## src/rtl/ibsa_pkg.sv

```systemverilog
// Shared constants, codes and controller/datapath interface types of the bitset algebra block.
package ibsa_pkg;

	localparam int MAX_VALUES_DEF     = 256;
	localparam int MAX_DENSE_SETS_DEF = 1024;
	localparam int BUCKETS_DEF        = 1024;

	localparam int WORD_BITS = 64;
	localparam int OP_W      = 3;
	localparam int ID_W      = 11;
	localparam int VAL_W     = 8;
	localparam int DS_W      = 9;
	localparam int HASH_W    = 32;
	localparam int ADDR_W    = 3;
	localparam int ID_MAX    = 2047;

	localparam logic [HASH_W-1:0] HASH_SEED = 32'h811C_9DC5;

	// Operation codes
	localparam logic [OP_W-1:0] OP_ADD   = 3'd0;
	localparam logic [OP_W-1:0] OP_UNION = 3'd1;
	localparam logic [OP_W-1:0] OP_INTER = 3'd2;
	localparam logic [OP_W-1:0] OP_DIFF  = 3'd3;
	localparam logic [OP_W-1:0] OP_CONT  = 3'd4;

	// Register index of domain_size
	localparam logic REG_DOMAIN = 1'b0;

	// How a decoded request continues
	typedef enum logic [1:0] {
		DEC_NONE  = 2'd0,
		DEC_IMM   = 2'd1,
		DEC_PROBE = 2'd2,
		DEC_LOAD  = 2'd3
	} dec_t;

	typedef struct packed {
		logic clr_step;
		logic decode;
		logic probe_rd;
		logic probe_fin;
		logic ld_a;
		logic ld_b;
		logic ld_c;
		logic eval;
		logic head_rd;
		logic head_lat;
		logic walk_rd;
		logic walk_lat;
		logic cmp_rd;
		logic cmp_chk;
		logic ins_chk;
		logic ins_wr;
		logic ins_fin;
		logic out_load;
	} cmd_t;

	typedef struct packed {
		logic clr_last;
		dec_t kind;
		logic last_word;
		logic simple;
		logic walk_end;
		logic hash_eq;
		logic word_eq;
		logic full;
		logic out_free;
	} sts_t;

endpackage

```

## src/rtl/ibsa_ctrl.sv

```systemverilog
// Controller state machine sequencing the set algebra datapath.
module ibsa_ctrl (
	input  logic          clk,
	input  logic          arst_n,
	input  logic          accept,
	input  logic          cfg_we,
	input  ibsa_pkg::sts_t sts,
	output ibsa_pkg::cmd_t cmd,
	output logic          in_ready
);

	import ibsa_pkg::*;

	typedef enum logic [18:0] {
		S_CLR  = 19'h00001,
		S_IDLE = 19'h00002,
		S_DEC  = 19'h00004,
		S_PRD  = 19'h00008,
		S_PFIN = 19'h00010,
		S_LA   = 19'h00020,
		S_LB   = 19'h00040,
		S_LC   = 19'h00080,
		S_EVAL = 19'h00100,
		S_HRD  = 19'h00200,
		S_HLAT = 19'h00400,
		S_WALK = 19'h00800,
		S_WLAT = 19'h01000,
		S_CRD  = 19'h02000,
		S_CCHK = 19'h04000,
		S_INS  = 19'h08000,
		S_IWR  = 19'h10000,
		S_IFIN = 19'h20000,
		S_OUT  = 19'h40000
	} state_t;

	state_t state_q, state_nx;

	always_ff @(posedge clk or negedge arst_n) begin
		if (!arst_n) begin
			state_q <= S_CLR;
		end else begin
			state_q <= state_nx;
		end
	end

	assign in_ready = (state_q == S_IDLE);

	always_comb begin
		cmd      = '0;
		state_nx = state_q;
		case (state_q)
			S_CLR: begin
				cmd.clr_step = 1'b1;
				if (sts.clr_last) state_nx = S_IDLE;
			end
			S_IDLE: begin
				if (accept) state_nx = S_DEC;
			end
			S_DEC: begin
				cmd.decode = 1'b1;
				case (sts.kind)
					DEC_IMM:   state_nx = S_OUT;
					DEC_PROBE: state_nx = S_PRD;
					DEC_LOAD:  state_nx = S_LA;
					default:   state_nx = S_IDLE;
				endcase
			end
			S_PRD: begin
				cmd.probe_rd = 1'b1;
				state_nx     = S_PFIN;
			end
			S_PFIN: begin
				cmd.probe_fin = 1'b1;
				state_nx      = S_OUT;
			end
			S_LA: begin
				cmd.ld_a = 1'b1;
				state_nx = S_LB;
			end
			S_LB: begin
				cmd.ld_b = 1'b1;
				state_nx = S_LC;
			end
			S_LC: begin
				cmd.ld_c = 1'b1;
				state_nx = sts.last_word ? S_EVAL : S_LA;
			end
			S_EVAL: begin
				cmd.eval = 1'b1;
				state_nx = sts.simple ? S_OUT : S_HRD;
			end
			S_HRD: begin
				cmd.head_rd = 1'b1;
				state_nx    = S_HLAT;
			end
			S_HLAT: begin
				cmd.head_lat = 1'b1;
				state_nx     = S_WALK;
			end
			S_WALK: begin
				if (sts.walk_end) begin
					state_nx = S_INS;
				end else begin
					cmd.walk_rd = 1'b1;
					state_nx    = S_WLAT;
				end
			end
			S_WLAT: begin
				cmd.walk_lat = 1'b1;
				state_nx     = sts.hash_eq ? S_CRD : S_WALK;
			end
			S_CRD: begin
				cmd.cmp_rd = 1'b1;
				state_nx   = S_CCHK;
			end
			S_CCHK: begin
				cmd.cmp_chk = 1'b1;
				if (!sts.word_eq) begin
					state_nx = S_WALK;
				end else if (sts.last_word) begin
					state_nx = S_OUT;
				end else begin
					state_nx = S_CRD;
				end
			end
			S_INS: begin
				cmd.ins_chk = 1'b1;
				state_nx    = sts.full ? S_OUT : S_IWR;
			end
			S_IWR: begin
				cmd.ins_wr = 1'b1;
				if (sts.last_word) state_nx = S_IFIN;
			end
			S_IFIN: begin
				cmd.ins_fin = 1'b1;
				state_nx    = S_OUT;
			end
			S_OUT: begin
				if (sts.out_free) begin
					cmd.out_load = 1'b1;
					state_nx     = S_IDLE;
				end
			end
			default: state_nx = S_CLR;
		endcase
		if (cfg_we) begin
			cmd      = '0;
			state_nx = S_CLR;
		end
	end

endmodule

```

## config.mk

```make
export PLATFORM = sky130hd
export DESIGN_NAME = ibsa_ctrl
export DESIGN_NICKNAME = d
export VERILOG_FILES = /design/src/rtl/ibsa_pkg.sv /design/src/rtl/ibsa_ctrl.sv
export SDC_FILE = /design/constraint.sdc
export NUM_CORES = 1
export LEC_CHECK = 0
export ABC_AREA = 1
export BUFFER_PORTS_ARGS = -buffer_cell sky130_fd_sc_hd__buf_2
export CORE_UTILIZATION = 45
export CTS_CLUSTER_DIAMETER = 150
export CTS_CLUSTER_SIZE = 10
export DETAILED_ROUTE_END_ITERATION = 7
export HOLD_SLACK_MARGIN = 0.15
export PLACE_DENSITY = 0.69
export REMOVE_ABC_BUFFERS = 1
export SYNTH_ARGS = -nofsm -noshare
export SYNTH_HDL_FRONTEND = slang
export SYNTH_SLANG_ARGS = --single-unit
```

## constraint.sdc

```tcl
create_clock -name clk -period 3.9 [get_ports clk]
set_input_delay 0.39 -clock clk [delete_from_list [all_inputs] [get_ports clk]]
set_output_delay 0.39 -clock clk [all_outputs]
set_load 0.005 [all_outputs]
```

======== Yosys cells after proc, flatten, opt, wreduce, memory -nomap -nowiden ========
Index checks and enable logic that the tools add are counted.
word-level totals
  input port bits ......................... 14
  output and inout port bits .............. 19
  bits in read-only memories .............. 0
  register bits ........................... 19
  bits in latches ......................... 0
  memories ................................ 0
  word-level logic and storage cells ...... 64
  bits in writable memories ............... 0
operators by class
  multipliers ............................. 0
  magnitude comparators ................... 0
  mux-type cells .......................... 35
  shift-type cells ........................ 0
  bitwise logic cells ..................... 0
  reduce and logical (&&, ||, !) cells .... 2
  divide/modulo/power cells ............... 0
  equal/unequal tests ..................... 26
  add/subtract/negate cells ............... 0
operators by type and width
  kind                    count
  $pmux W19 S18           1
  $mux W19                9
  $pmux W19 S3            1
  $mux W1                 20
  $eq A19 B1 Y1 const B   1
  $eq A19 B10 Y1 const B  1
  $eq A19 B11 Y1 const B  1
  $eq A19 B12 Y1 const B  1
  $eq A19 B13 Y1 const B  1
  $eq A19 B14 Y1 const B  1
  $eq A19 B15 Y1 const B  1
  $eq A19 B16 Y1 const B  1
  $eq A19 B17 Y1 const B  1
  $eq A19 B18 Y1 const B  1
  $eq A19 B19 Y1 const B  1
  $eq A19 B2 Y1 const B   1
  $eq A19 B3 Y1 const B   1
  $eq A19 B4 Y1 const B   1
  $eq A19 B5 Y1 const B   1
  $eq A19 B6 Y1 const B   1
  $eq A19 B7 Y1 const B   1
  $eq A19 B8 Y1 const B   1
  $eq A19 B9 Y1 const B   1
  $mux W18                1
  other kinds (8)         12

======== Logic depth before layout (Yosys ltp) ========
  depth after elaboration ................. 4
  mapped depth ............................ 12

======== Least setup slack after synthesis ========
Ideal clock, no wire load.
  path type ............................... register -> output
  start ................................... register state_q[4]
  end ..................................... output port cmd[7] in the netlist's numbering
  data required time ...................... 3510 ps
  path slack .............................. 2241 ps
  arrival time ............................ 1269 ps
  stages on the path, launching flop included .. 8
  cell sequence ........................... dfrtp_1 nor2_2 nand2_4 nor2_8 and2_4 buf_6 nand2_1 nor3_1
RTL lines
  item                      RTL line         RTL
  start: declaration        ibsa_ctrl.sv:36  state_t state_q, state_nx;
  start signal: assignment  ibsa_ctrl.sv:42  state_q <= state_nx;
  end: declaration          ibsa_ctrl.sv:8   output ibsa_pkg::cmd_t cmd,

==> flow_metrics.env <==
export IMPL_outcome="completed"
export IMPL_fp_dieH_um=58.4
export IMPL_die_x_um=58.4
export IMPL_core_area_um2=3030
export IMPL_route_detailed_drc=0
export IMPL_async_reset_ff_share_pct=100
export IMPL_finalInstanceArea_um2=1660
export IMPL_cp_data_required_time_ns=3.51
export IMPL_place_area_um2=1620
export IMPL_area_delta_synth_final_pct=16.0
export IMPL_hp_start="sts[5]"
export IMPL_drive_above_1_share_pct=27.4
export IMPL_hold_violations=0
export IMPL_path_clk_slew_ns=0.11
export IMPL_grt_first_pass_wirelength_um=5430
export IMPL_worstMarginPinSlew_ns=0.441
export IMPL_clock_sinks=19
export IMPL_combPwrFrac_pct=41.7
export IMPL_rsz0062_at_grt="no"
export IMPL_synth_area_leader_cell="dfrtp_1"
export IMPL_initial_core_util_pct=47.3
export IMPL_cts_tree="done"
export IMPL_synthTopCellsByArea="dfrtp_1 31%, nor2_1 12%, inv_1 9.2%"
export IMPL_gr_total_overflow=0
export IMPL_drv_slew=0
export IMPL_cts_root_buf="clkbuf_4"
export IMPL_netSwitchingFraction_pct=40.2
export IMPL_syn_area_per_cell_um2=6.66
export IMPL_numCtsBuffers=3
export IMPL_ff_latch_area_um2=477
export IMPL_clock_skew_ns=0.00236
export IMPL_synth_edff_count=0
export IMPL_drt_iter0_markers=50
export IMPL_rrSetupSlack_ns=2.11
export IMPL_routedWlPerCell_um=11.1
export IMPL_cts_hold_buf=1
export IMPL_critPathKind="reg2out"
export IMPL_synth_warnings=0
export IMPL_grt_antenna_before_repair=0
export IMPL_crit_arrival_ns=1.79
export IMPL_critPathBufInv=1
export IMPL_fill_cells=306
export IMPL_fin_hold_ws_ns=0.242
export IMPL_clk_path_buf_depth=2
export IMPL_reg2regPathDepth=9
export IMPL_power_switching_mw=0.225
export IMPL_met3_usage_pct=2.86
export IMPL_num_io_pins=33
export IMPL_endpoint_kind="output port"
export IMPL_worstHoldPathType="in2reg"
export IMPL_p_int_mw=0.334
export IMPL_seq_power_share_pct=39.5
export IMPL_maxSlewHeadroom_pct=70.6
export IMPL_clk_latency_ns=0.31
export IMPL_antenna_cells=0
export IMPL_largest_register_ffs=19
export IMPL_cts_setup_buffers=0
export IMPL_synth_yosys_seq_area_share_pct=33.3
export IMPL_largest_register="state_q"
export IMPL_cp_slowest_cell="dfrtp_1"
export IMPL_synth_distinct_cells=29
export IMPL_setup_tns_ns=0
export IMPL_met2_usage_pct=33.8
export IMPL_worstHoldEndpoint="state_q[9]$_DFFE_PN0P_"
export IMPL_syn_area_um2=1430
export IMPL_postRouteAntennaNets=0
export IMPL_max_freq_mhz=459
export IMPL_startpoint_type="register"
export IMPL_path_max_fanout=7
export IMPL_place_gp_congestion=0.951
export IMPL_synthCells=215
export IMPL_cap_violations=0
export IMPL_viasPerCell=4.81
export IMPL_grt_max_degree=27
export IMPL_synthFlopType="dfrtp_1"
export IMPL_crit_path_max_incr_delay_ns=0.42
export IMPL_p_clk_share_pct=18.8
export IMPL_final_nets=263
export IMPL_synth_seq_cells=19
export IMPL_portBuffers=32
export IMPL_hpwl_um=2630
export IMPL_grt_busiest_layer="met2"
export IMPL_netlist_area_leader_share_pct=31.5
export IMPL_min_period_ns=2.18
export IMPL_multiInputGateArea_um2=796
export IMPL_grt_pass1_vias=1226
export IMPL_period_share_pct=55.9
export IMPL_via_count=1405
export IMPL_grtUsageMet1_pct=28.9
export IMPL_ir_worst_vdd_uv=212
export IMPL_setup_viol=0
export IMPL_post_cts_resized=0
export IMPL_pwr_density_cell_nw_per_um2=337
export IMPL_hold_depth=2
export IMPL_crit_reg2reg_capture="state_q[1]$_DFFE_PN0P_"
export IMPL_placementRows=20
export IMPL_r2r_start="state_q[8]$_DFFE_PN0P_"
export IMPL_cp_top_family="simple AND/OR/NAND/NOR gates"
export IMPL_htree_levels=1
export IMPL_die_area_um2=3410
export IMPL_cellLeakagePower_nw=0.916
export IMPL_timing_critical_path_cells="nor2_2 > nand2_2 > nor2_8 > and2_4 > nand2_1 > nor3_1 > buf_2"
export IMPL_firstDrtPassIters=4
export IMPL_routed_wl_um=3250
export IMPL_top_regs="state_q: 19 flops"
export IMPL_grtUsageTotal_pct=21.4
-- metal layers --
| layer | part of all wire [%] | up-vias |
|---|---|---|
| met5 | 0 | - |
| met4 | 1.8 | 0 |
| met3 | 4.7 | 4 |
| met2 | 47 | 32 |
| met1 | 46 | 634 |
| li1 | - | 735 |
-- layout make-up --
type | instances | area share, %
flip-flops and latches | 19 | 28.7
clock inverters | 1 | 0.301
well taps | 44 | 3.32
multi-input cells | 156 | 47.9
clock buffers | 3 | 1.36
repair buffers | 33 | 10.2
inverters | 36 | 8.14
-- cell usage in the layout, fill, tap and decap left out, types with 2 or more instances in the layout --
master    synthesis  layout
nand3_1          15      15
o21ai_1           2       2
nor2_1           45      45
nand2_4           2       2
nor2_4            3       3
dfrtp_1          18      18
nand2_1          35      35
nand3b_1          2       2
o21ai_2           2       2
nor3_1           16      16
nand4_1           2       2
clkbuf_4          0       3
o21ai_0           2       2
nand2_2           6       6
nor2_2           14      14
inv_1            35      35
a31oi_1           2       2
buf_2             1      32
-- per-stage QoR --
stage               power [mW]  instances  utilization [%]  setup slack [ns]
floorplan                0.400        211                -              2.30
global placement         0.455        287             53.6              2.06
detailed placement       0.456        287             53.6              2.07
CTS                      0.560        292             54.8              1.71
global route             0.597        292             54.8              1.58
finish                   0.559        292             54.8              1.72
-- cell usage after synthesis (2+ instances only) --
library cell,number
nand2_1,35
nand2_4,2
nand3b_1,2
clkbuf_1,2
o21ai_2,2
dfrtp_1,18
nor2_2,14
a31oi_1,2
nor3_1,16
nand3_1,15
o21ai_1,2
nand4_1,2
nand2_2,6
nor2_1,45
nor2_4,3
inv_1,35
o21ai_0,2
-- worst max-delay path by stage --
stage	from	endpoint	slack, ns	depth (start not counted)
after detailed placement	state_q[1]$_DFFE_PN0P_	cmd[7]	2.07	7
after floorplan	state_q[4]$_DFFE_PN0P_	cmd[7]	2.30	6
after global routing	state_q[1]$_DFFE_PN0P_	cmd[7]	1.58	7
after global placement	state_q[3]$_DFFE_PN0P_	cmd[7]	2.06	7
final	state_q[3]$_DFFE_PN0P_	cmd[7]	1.72	7
after CTS	state_q[3]$_DFFE_PN0P_	cmd[7]	1.71	7
-- power by group through the flow --
stage	combinational, mW	sequential [mW]	clock (mW)
2_1_floorplan	0.178	0.221	0
3_3_place_gp	0.232	0.223	0
3_5_place_dp	0.232	0.223	0
4_1_cts	0.234	0.220	0.106
5_1_grt	0.262	0.222	0.113
6_report	0.233	0.220	0.105
-- logic make-up after synthesis --
group	Yosys count	synth area share [%]
AOI/OAI and AO/OA	10	4.55
and+or+nand+nor	146	51.0
DFF	19	33.3
buffers and inverters	40	11.1
Note: power is estimated with default switching activity, not from simulation.
